--- config.mk ---
export PLATFORM = sky130hd
export DESIGN_NAME = function_signature_finder
export DESIGN_NICKNAME = d
export VERILOG_FILES = /design/src/design/fsf_pkg.sv /design/src/design/fsf_tracker.sv /design/src/design/fsf_out_buf.sv /design/src/design/function_signature_finder.sv
export SDC_FILE = /design/constraint.sdc
export NUM_CORES = 1
export LEC_CHECK = 0
export BUFFER_PORTS_ARGS = -buffer_cell sky130_fd_sc_hd__buf_2
export CAP_MARGIN = 10
export CORE_AREA = 4 4 175 177
export DETAILED_ROUTE_END_ITERATION = 12
export DIE_AREA = 0 0 179 181
export PLACE_DENSITY = 0.73
export SYNTH_ARGS = -nofsm -noshare
export SYNTH_HDL_FRONTEND = slang
export SYNTH_SLANG_ARGS = --single-unit
--- constraint.sdc ---
create_clock -name clk -period 12.9 [get_ports clk]
set_input_delay 1.935 -clock clk [delete_from_list [all_inputs] [get_ports clk]]
set_output_delay 1.935 -clock clk [all_outputs]
set_load 0.005 [all_outputs]
--- src/design/fsf_pkg.sv ---
// shared token class codes and status types for the signature finder
package fsf_pkg;

  localparam int ClassBits = 3;

  typedef enum logic [ClassBits-1:0] {
    CLS_OTHER       = 3'd0,
    CLS_BRACE_OPEN  = 3'd1,
    CLS_BRACE_CLOSE = 3'd2,
    CLS_PAREN_OPEN  = 3'd3,
    CLS_PAREN_CLOSE = 3'd4,
    CLS_SEMICOLON   = 3'd5
  } token_class_t;

  typedef struct packed {
    logic in_signature;
    logic paren_zero;
  } trk_status_t;

  typedef struct packed {
    logic valid;
    logic full;
  } buf_status_t;

endpackage

--- src/design/fsf_tracker.sv ---
// nesting state and boundary tracking, one token item per step
module fsf_tracker #(
  parameter int INDEX_BITS = 24,
  parameter int POS_BITS   = 32,
  parameter int DEPTH_BITS = 16
) (
  input  logic                  clk,
  input  logic                  rst,
  input  logic                  step,
  input  logic [2:0]            token_class,
  input  logic                  in_preprocessor,
  input  logic [POS_BITS-1:0]   byte_pos,
  input  logic                  first_token,
  output logic                  res_valid,
  output logic [INDEX_BITS-1:0] res_start_index,
  output logic [INDEX_BITS-1:0] res_end_index,
  output logic [POS_BITS-1:0]   res_paren_pos,
  output fsf_pkg::trk_status_t  status
);
  import fsf_pkg::*;

  localparam logic [DEPTH_BITS-1:0] DepthMax = '1;

  logic                  in_signature, in_signature_next;
  logic [DEPTH_BITS-1:0] brace_depth, brace_depth_next;
  logic [DEPTH_BITS-1:0] paren_depth, paren_depth_next;
  logic [INDEX_BITS-1:0] token_count;
  logic                  boundary_seen;
  logic [INDEX_BITS-1:0] last_boundary_index;
  logic [INDEX_BITS-1:0] held_start_index, held_start_index_next;
  logic [POS_BITS-1:0]   held_paren_pos, held_paren_pos_next;

  // state as seen by this item: a new buffer starts from cleared state
  logic                  cur_sig;
  logic [DEPTH_BITS-1:0] cur_brace, cur_paren;
  logic [INDEX_BITS-1:0] idx, cur_last, cur_start;
  logic                  cur_seen;
  logic [POS_BITS-1:0]   cur_ppos;
  logic                  is_boundary;
  token_class_t          cls;

  assign cls       = token_class_t'(token_class);
  assign cur_sig   = first_token ? 1'b0 : in_signature;
  assign cur_brace = first_token ? '0 : brace_depth;
  assign cur_paren = first_token ? '0 : paren_depth;
  assign idx       = first_token ? '0 : token_count;
  assign cur_seen  = first_token ? 1'b0 : boundary_seen;
  assign cur_last  = first_token ? '0 : last_boundary_index;
  assign cur_start = first_token ? '0 : held_start_index;
  assign cur_ppos  = first_token ? '0 : held_paren_pos;

  assign is_boundary = in_preprocessor || cls == CLS_BRACE_CLOSE ||
                       cls == CLS_SEMICOLON || cls == CLS_PAREN_CLOSE;

  always_comb begin
    in_signature_next     = cur_sig;
    brace_depth_next      = cur_brace;
    paren_depth_next      = cur_paren;
    held_start_index_next = cur_start;
    held_paren_pos_next   = cur_ppos;
    res_valid             = 1'b0;
    if (!in_preprocessor) begin
      if (cur_sig) begin
        if (cls == CLS_PAREN_OPEN) begin
          if (cur_paren != DepthMax) paren_depth_next = cur_paren + 1'b1;
        end else if (cls == CLS_PAREN_CLOSE) begin
          if (cur_paren != '0) paren_depth_next = cur_paren - 1'b1;
          // matching close paren ends the signature
          if (cur_paren <= DEPTH_BITS'(1)) begin
            res_valid         = 1'b1;
            in_signature_next = 1'b0;
          end
        end
      end else begin
        case (cls)
          CLS_BRACE_OPEN: begin
            if (cur_brace != DepthMax) brace_depth_next = cur_brace + 1'b1;
          end
          CLS_BRACE_CLOSE: begin
            if (cur_brace != '0) brace_depth_next = cur_brace - 1'b1;
          end
          CLS_PAREN_OPEN: begin
            if (cur_brace == '0) begin
              in_signature_next     = 1'b1;
              paren_depth_next      = DEPTH_BITS'(1);
              held_paren_pos_next   = byte_pos;
              held_start_index_next = cur_seen ? cur_last + 1'b1 : '0;
            end
          end
          default: ;
        endcase
      end
    end
  end

  assign res_start_index = cur_start;
  assign res_end_index   = idx;
  assign res_paren_pos   = cur_ppos;

  always_ff @(posedge clk) begin
    if (rst) begin
      in_signature        <= 1'b0;
      brace_depth         <= '0;
      paren_depth         <= '0;
      token_count         <= '0;
      boundary_seen       <= 1'b0;
      last_boundary_index <= '0;
      held_start_index    <= '0;
      held_paren_pos      <= '0;
    end else if (step) begin
      in_signature     <= in_signature_next;
      brace_depth      <= brace_depth_next;
      paren_depth      <= paren_depth_next;
      token_count      <= idx + 1'b1;
      held_start_index <= held_start_index_next;
      held_paren_pos   <= held_paren_pos_next;
      boundary_seen    <= cur_seen | is_boundary;
      last_boundary_index <= is_boundary ? idx : cur_last;
    end
  end

  assign status.in_signature = in_signature;
  assign status.paren_zero   = (paren_depth == '0);

endmodule

--- src/design/fsf_out_buf.sv ---
// two-entry result buffer that absorbs results while the receiver's ready is low
module fsf_out_buf #(
  parameter int WIDTH = 80
) (
  input  logic                 clk,
  input  logic                 rst,
  input  logic                 push,
  input  logic [WIDTH-1:0]     push_data,
  output logic                 out_valid,
  input  logic                 out_ready,
  output logic [WIDTH-1:0]     out_data,
  output fsf_pkg::buf_status_t status
);
  import fsf_pkg::*;

  logic [WIDTH-1:0] entries [2];
  logic             wr_ptr, rd_ptr;
  logic [1:0]       count;
  logic             pop;

  assign pop       = out_valid && out_ready;
  assign out_valid = (count != 2'd0);
  assign out_data  = entries[rd_ptr];

  always_ff @(posedge clk) begin
    if (push) entries[wr_ptr] <= push_data;
  end

  always_ff @(posedge clk) begin
    if (rst) begin
      wr_ptr <= 1'b0;
      rd_ptr <= 1'b0;
      count  <= 2'd0;
    end else begin
      if (push) wr_ptr <= ~wr_ptr;
      if (pop) rd_ptr <= ~rd_ptr;
      count <= count + {1'b0, push} - {1'b0, pop};
    end
  end

  assign status.valid = out_valid;
  assign status.full  = (count == 2'd2);

endmodule

--- src/design/function_signature_finder.sv ---
// top level of the function signature finder
//
// Input channel (tok_valid/tok_ready) carries one classified C/C++ token per
// item: token_class, in_preprocessor, byte_pos and first_token. The output
// channel (sig_valid/sig_ready) carries one item per completed signature:
// start token index, end token index (the matching close paren) and the
// byte offset of the opening paren. Tokens that close no signature give
// no output item.
// An accepted token sits in an input register, is folded into the nesting
// state by the tracker and, if it closes a signature, lands in a two-entry
// output buffer that drives sig_valid. Throughput is one token per cycle
// while no result is blocked by a full buffer; the tracker makes a single
// state update per token.
// When the receiver stalls, the buffer absorbs up to two results; after that
// a token that would produce a result waits in the input register and
// tok_ready drops. Tokens producing no result keep flowing meanwhile.
// Reset clears all nesting state, token counters and valid flags; an item
// with first_token set clears the tracker's nesting state and counters only.
module function_signature_finder #(
  parameter int INDEX_BITS = 24,
  parameter int POS_BITS   = 32,
  parameter int DEPTH_BITS = 16
) (
  input  logic                  clk,
  input  logic                  rst,
  input  logic                  tok_valid,
  output logic                  tok_ready,
  input  logic [2:0]            token_class,
  input  logic                  in_preprocessor,
  input  logic [POS_BITS-1:0]   byte_pos,
  input  logic                  first_token,
  output logic                  sig_valid,
  input  logic                  sig_ready,
  output logic [INDEX_BITS-1:0] start_index,
  output logic [INDEX_BITS-1:0] end_index,
  output logic [POS_BITS-1:0]   paren_pos
);
  import fsf_pkg::*;

  localparam int ResWidth = 2 * INDEX_BITS + POS_BITS;

  logic                  hold_valid;
  logic [2:0]            hold_class;
  logic                  hold_pre;
  logic [POS_BITS-1:0]   hold_pos;
  logic                  hold_first;
  logic                  advance;
  logic                  res_valid;
  logic [INDEX_BITS-1:0] res_start, res_end;
  logic [POS_BITS-1:0]   res_ppos;
  logic [ResWidth-1:0]   buf_data;
  trk_status_t           trk_status;
  buf_status_t           buf_status;

  // a token moves on unless its result has nowhere to go
  assign advance   = hold_valid && (!res_valid || !buf_status.full);
  assign tok_ready = !hold_valid || advance;

  always_ff @(posedge clk) begin
    if (rst) begin
      hold_valid <= 1'b0;
    end else if (tok_ready) begin
      hold_valid <= tok_valid;
    end
  end

  always_ff @(posedge clk) begin
    if (tok_valid && tok_ready) begin
      hold_class <= token_class;
      hold_pre   <= in_preprocessor;
      hold_pos   <= byte_pos;
      hold_first <= first_token;
    end
  end

  fsf_tracker #(
    .INDEX_BITS(INDEX_BITS),
    .POS_BITS  (POS_BITS),
    .DEPTH_BITS(DEPTH_BITS)
  ) u_tracker (
    .clk            (clk),
    .rst            (rst),
    .step           (advance),
    .token_class    (hold_class),
    .in_preprocessor(hold_pre),
    .byte_pos       (hold_pos),
    .first_token    (hold_first),
    .res_valid      (res_valid),
    .res_start_index(res_start),
    .res_end_index  (res_end),
    .res_paren_pos  (res_ppos),
    .status         (trk_status)
  );

  fsf_out_buf #(
    .WIDTH(ResWidth)
  ) u_out_buf (
    .clk      (clk),
    .rst      (rst),
    .push     (advance && res_valid),
    .push_data({res_start, res_end, res_ppos}),
    .out_valid(sig_valid),
    .out_ready(sig_ready),
    .out_data (buf_data),
    .status   (buf_status)
  );

  assign start_index = buf_data[ResWidth-1 -: INDEX_BITS];
  assign end_index   = buf_data[POS_BITS +: INDEX_BITS];
  assign paren_pos   = buf_data[POS_BITS-1:0];

  // an open signature always has at least one paren open
  a_sig_depth: assert property (@(posedge clk) disable iff (rst)
    trk_status.in_signature |-> !trk_status.paren_zero)
    else $error("signature open with zero paren depth");

  // a pushed result shows up on the output next cycle
  a_push_visible: assert property (@(posedge clk) disable iff (rst)
    (advance && res_valid) |=> sig_valid)
    else $error("pushed result not visible");

  // ready only drops while a token is held and its result is blocked
  a_ready_low: assert property (@(posedge clk) disable iff (rst)
    !tok_ready |-> (hold_valid && res_valid && buf_status.full))
    else $error("input stalled without cause");

endmodule
==> impl_metrics.ini <==
[outcome]
outcome = completed

[clock_tree]
htree_levels = 2
clock-sinks = 341
cts_setup_buffers = 0
numCtsBuffers = 36
clk_pin_slew_worst_paths_ns = 0.06
clk_path_buf_depth = 3
cts-resized-gates = 0
cts_hold_buffers = 0
clockRootBuffer = clkbuf_16
cts_tree = yes
clkLatencyLatePin_ns = 0.52

[logic_synthesis]
synth_edf_count = 197
ys_seq_elements = 341
synth_ff_type = edfxtp_1
ys_warn_count = 0
synth_cell_types = 92
synthArstFlopShare = 0
avgSynthCellArea_um2 = 11.2
synth_seq_area_share = 0.556
synth.most_common_cell = edfxtp_1
netlist_area_um2 = 15800
synth_top_cells_by_count = edfxtp_1, dfxtp_1, nor2b_1
synth.top_cell.area_share = 0.374
synth_area_leader_cell = edfxtp_1
syn-num-nets = 1459
synth_area_leaders = edfxtp_1, dfxtp_1, mux2_2, nor2b_1, a22o_1
syn_inst = 1408

[grt]
grt_pass1_vias = 11200
grt_pass1_wl_um = 60000
grt_max_degree = 126
antenna_found_initial = 0
grt_overflow = 0
grt_use_met3 = 0.0347
use_met1 = 0.322
busiest_layer = met2
use_met2 = 0.366
grt_usage = 0.227

[placed_design]
portBuffers = 122
placedInstanceArea_um2 = 16600
place.gp.congestion = 0.901
place_hpwl_um = 24400

[timing]
fmax_ghz = 0.191
hold_viol = 0
finalCriticalPeriod_ns = 5.25
slew_viol_final = 0
finalSetupTns_ns = 0
finClkSkew_ns = 0.0157
period_share = 0.407
rsz0062_at_grt = false
slew_headroom = 0.216
worstMarginPinSlew_ns = 1.17
setup_viol = 0

[layout]
syn_to_final_growth_pct = 11.9
design_area_um2 = 17700
drive_gt1_frac = 0.204
finalNetCount = 1533
diodes = 0

[job]
max-cap-violations = 0

[route]
drc = 0
num_vias = 11700
detail-route-antenna-nets = 0
routed_via_density = 6.15
drtIter0Drc = 1189
wl_per_cell_um = 19.8
drt-total-wl_um = 37600
firstDrtPassIters = 6

[floorplanning]
die_y_um = 181
dieArea_um2 = 32400
die_w_um = 179
rows = 63
pin_count = 123
start_util = 0.541
core_region_area_um2 = 29200

[critical_path]
cp_data_required_time_ns = 10.97
reg2regPathDepth = 12
critPathMaxFanout = 125
r2r-end = u_out_buf.entries[0][46]
r2r_start = hold_first
critical_path_class = reg2out
regToRegSetupSlack_ns = 8.29
endpoint_kind = primary output
cp-start-kind = flip-flop
arrival_ns = 3.31

[power_and_ir_drop]
power_density_nw_per_um2 = 138
leakage_nw = 6.02
vdd_drop_max_v = 0.0000825

[hold_path]
hold_path_depth = 1
min-delay-start = hold_pos[22]
hp-class = reg2reg
hold_end = u_tracker.held_paren_pos[22]
-- metrics by stage --
step	hold WS [ns]	cells	total power [W]	util	setup slack, ns
after detailed placement	0.443	1833	0.00150	0.567	8.19
after global routing	0.458	1900	0.00255	0.606	7.40
final	0.449	1900	0.00245	0.606	7.65
after global placement	0.438	1833	0.00149	0.567	8.29
after CTS	0.453	1899	0.00247	0.605	7.64
after floorplan	0.418	1408	0.00140	-	6.36
-- metal layers --
metal	wire, µm	share of wire	vias up
met4	768	0.020	0
li1	-	-	5479
met1	16400	0.44	5665
met2	17900	0.48	475
met5	0	0	-
met3	2550	0.068	62
-- worst max path at each step --
stage                     from                 endpoint  slack (ns)  depth (start not counted)
CTS                 hold_first                tok_ready        7.64                          7
finish              hold_first                tok_ready        7.65                          7
floorplan           hold_first  u_out_buf.entries[0][0]        6.36                         15
detailed placement  hold_first                tok_ready        8.19                          7
global placement    hold_first                tok_ready        8.29                          7
global route        hold_first                tok_ready        7.40                         10
-- final cells by class --
| type | count | area [µm²] |
|---|---|---|
| clock buffers | 50 | 973 |
| clock inverters | 16 | 149 |
| fillers | 2306 | 11500 |
| inverters | 17 | 63.8 |
| multi-input cells | 952 | 6510 |
| flip-flops and latches | 341 | 8800 |
| well taps | 390 | 488 |
| repair buffers | 134 | 726 |
-- report_power, final --
group	internal, W	switching [W]
clock	0.000558	0.000422
combinational	0.000136	0.000157
sequential	0.00116	0.0000186
-- sequential cells by signal, indices dropped and copies added (netlist names), 2 cells and up, named ones only --
register and cells:
u_out_buf.entries 160, hold_pos 32, u_tracker.held_paren_pos 32, u_tracker.held_start_index 24, u_tracker.last_boundary_index 24, u_tracker.token_count 24, u_tracker.brace_depth 16, u_tracker.paren_depth 16
hold_class 3, u_out_buf.count 2
-- critical path, stage by stage (launching register included) --
cell and delay, ns:
edfxtp_1 0.64, buf_12 0.46, buf_4 0.62, a21oi_1 0.27, nor2_1 0.19, and4_1 0.33
inv_1 0.06, buf_2 0.13
-- cells by family after synthesis --
logic type,count (synthesis),share of synthesized area
multiplexers,88,0.0620
buffers and inverters,115,0.0348
AND/OR/NAND/NOR,503,0.176
AO/OA/AOI/OAI,318,0.146
XOR/XNOR,33,0.0183
flip-flops,341,0.556
adder cells (fa/ha/maj),10,0.00790
-- layout by cell type (no fill, tap or decap), types with 19 or more instances in the layout --
cell and n:
edfxtp_1 197, dfxtp_1 143, buf_2 122, nor2b_1 100, nor2_1 94, mux2_2 81, nand2_1 80, o21ai_0 56
a21oi_1 54, a22o_1 50, nand3_1 40, clkbuf_16 36, nor3_1 30, xnor2_1 23, a22oi_1 23, nand4_1 22
nor4_1 19
(Power assumes the default switching activity.)
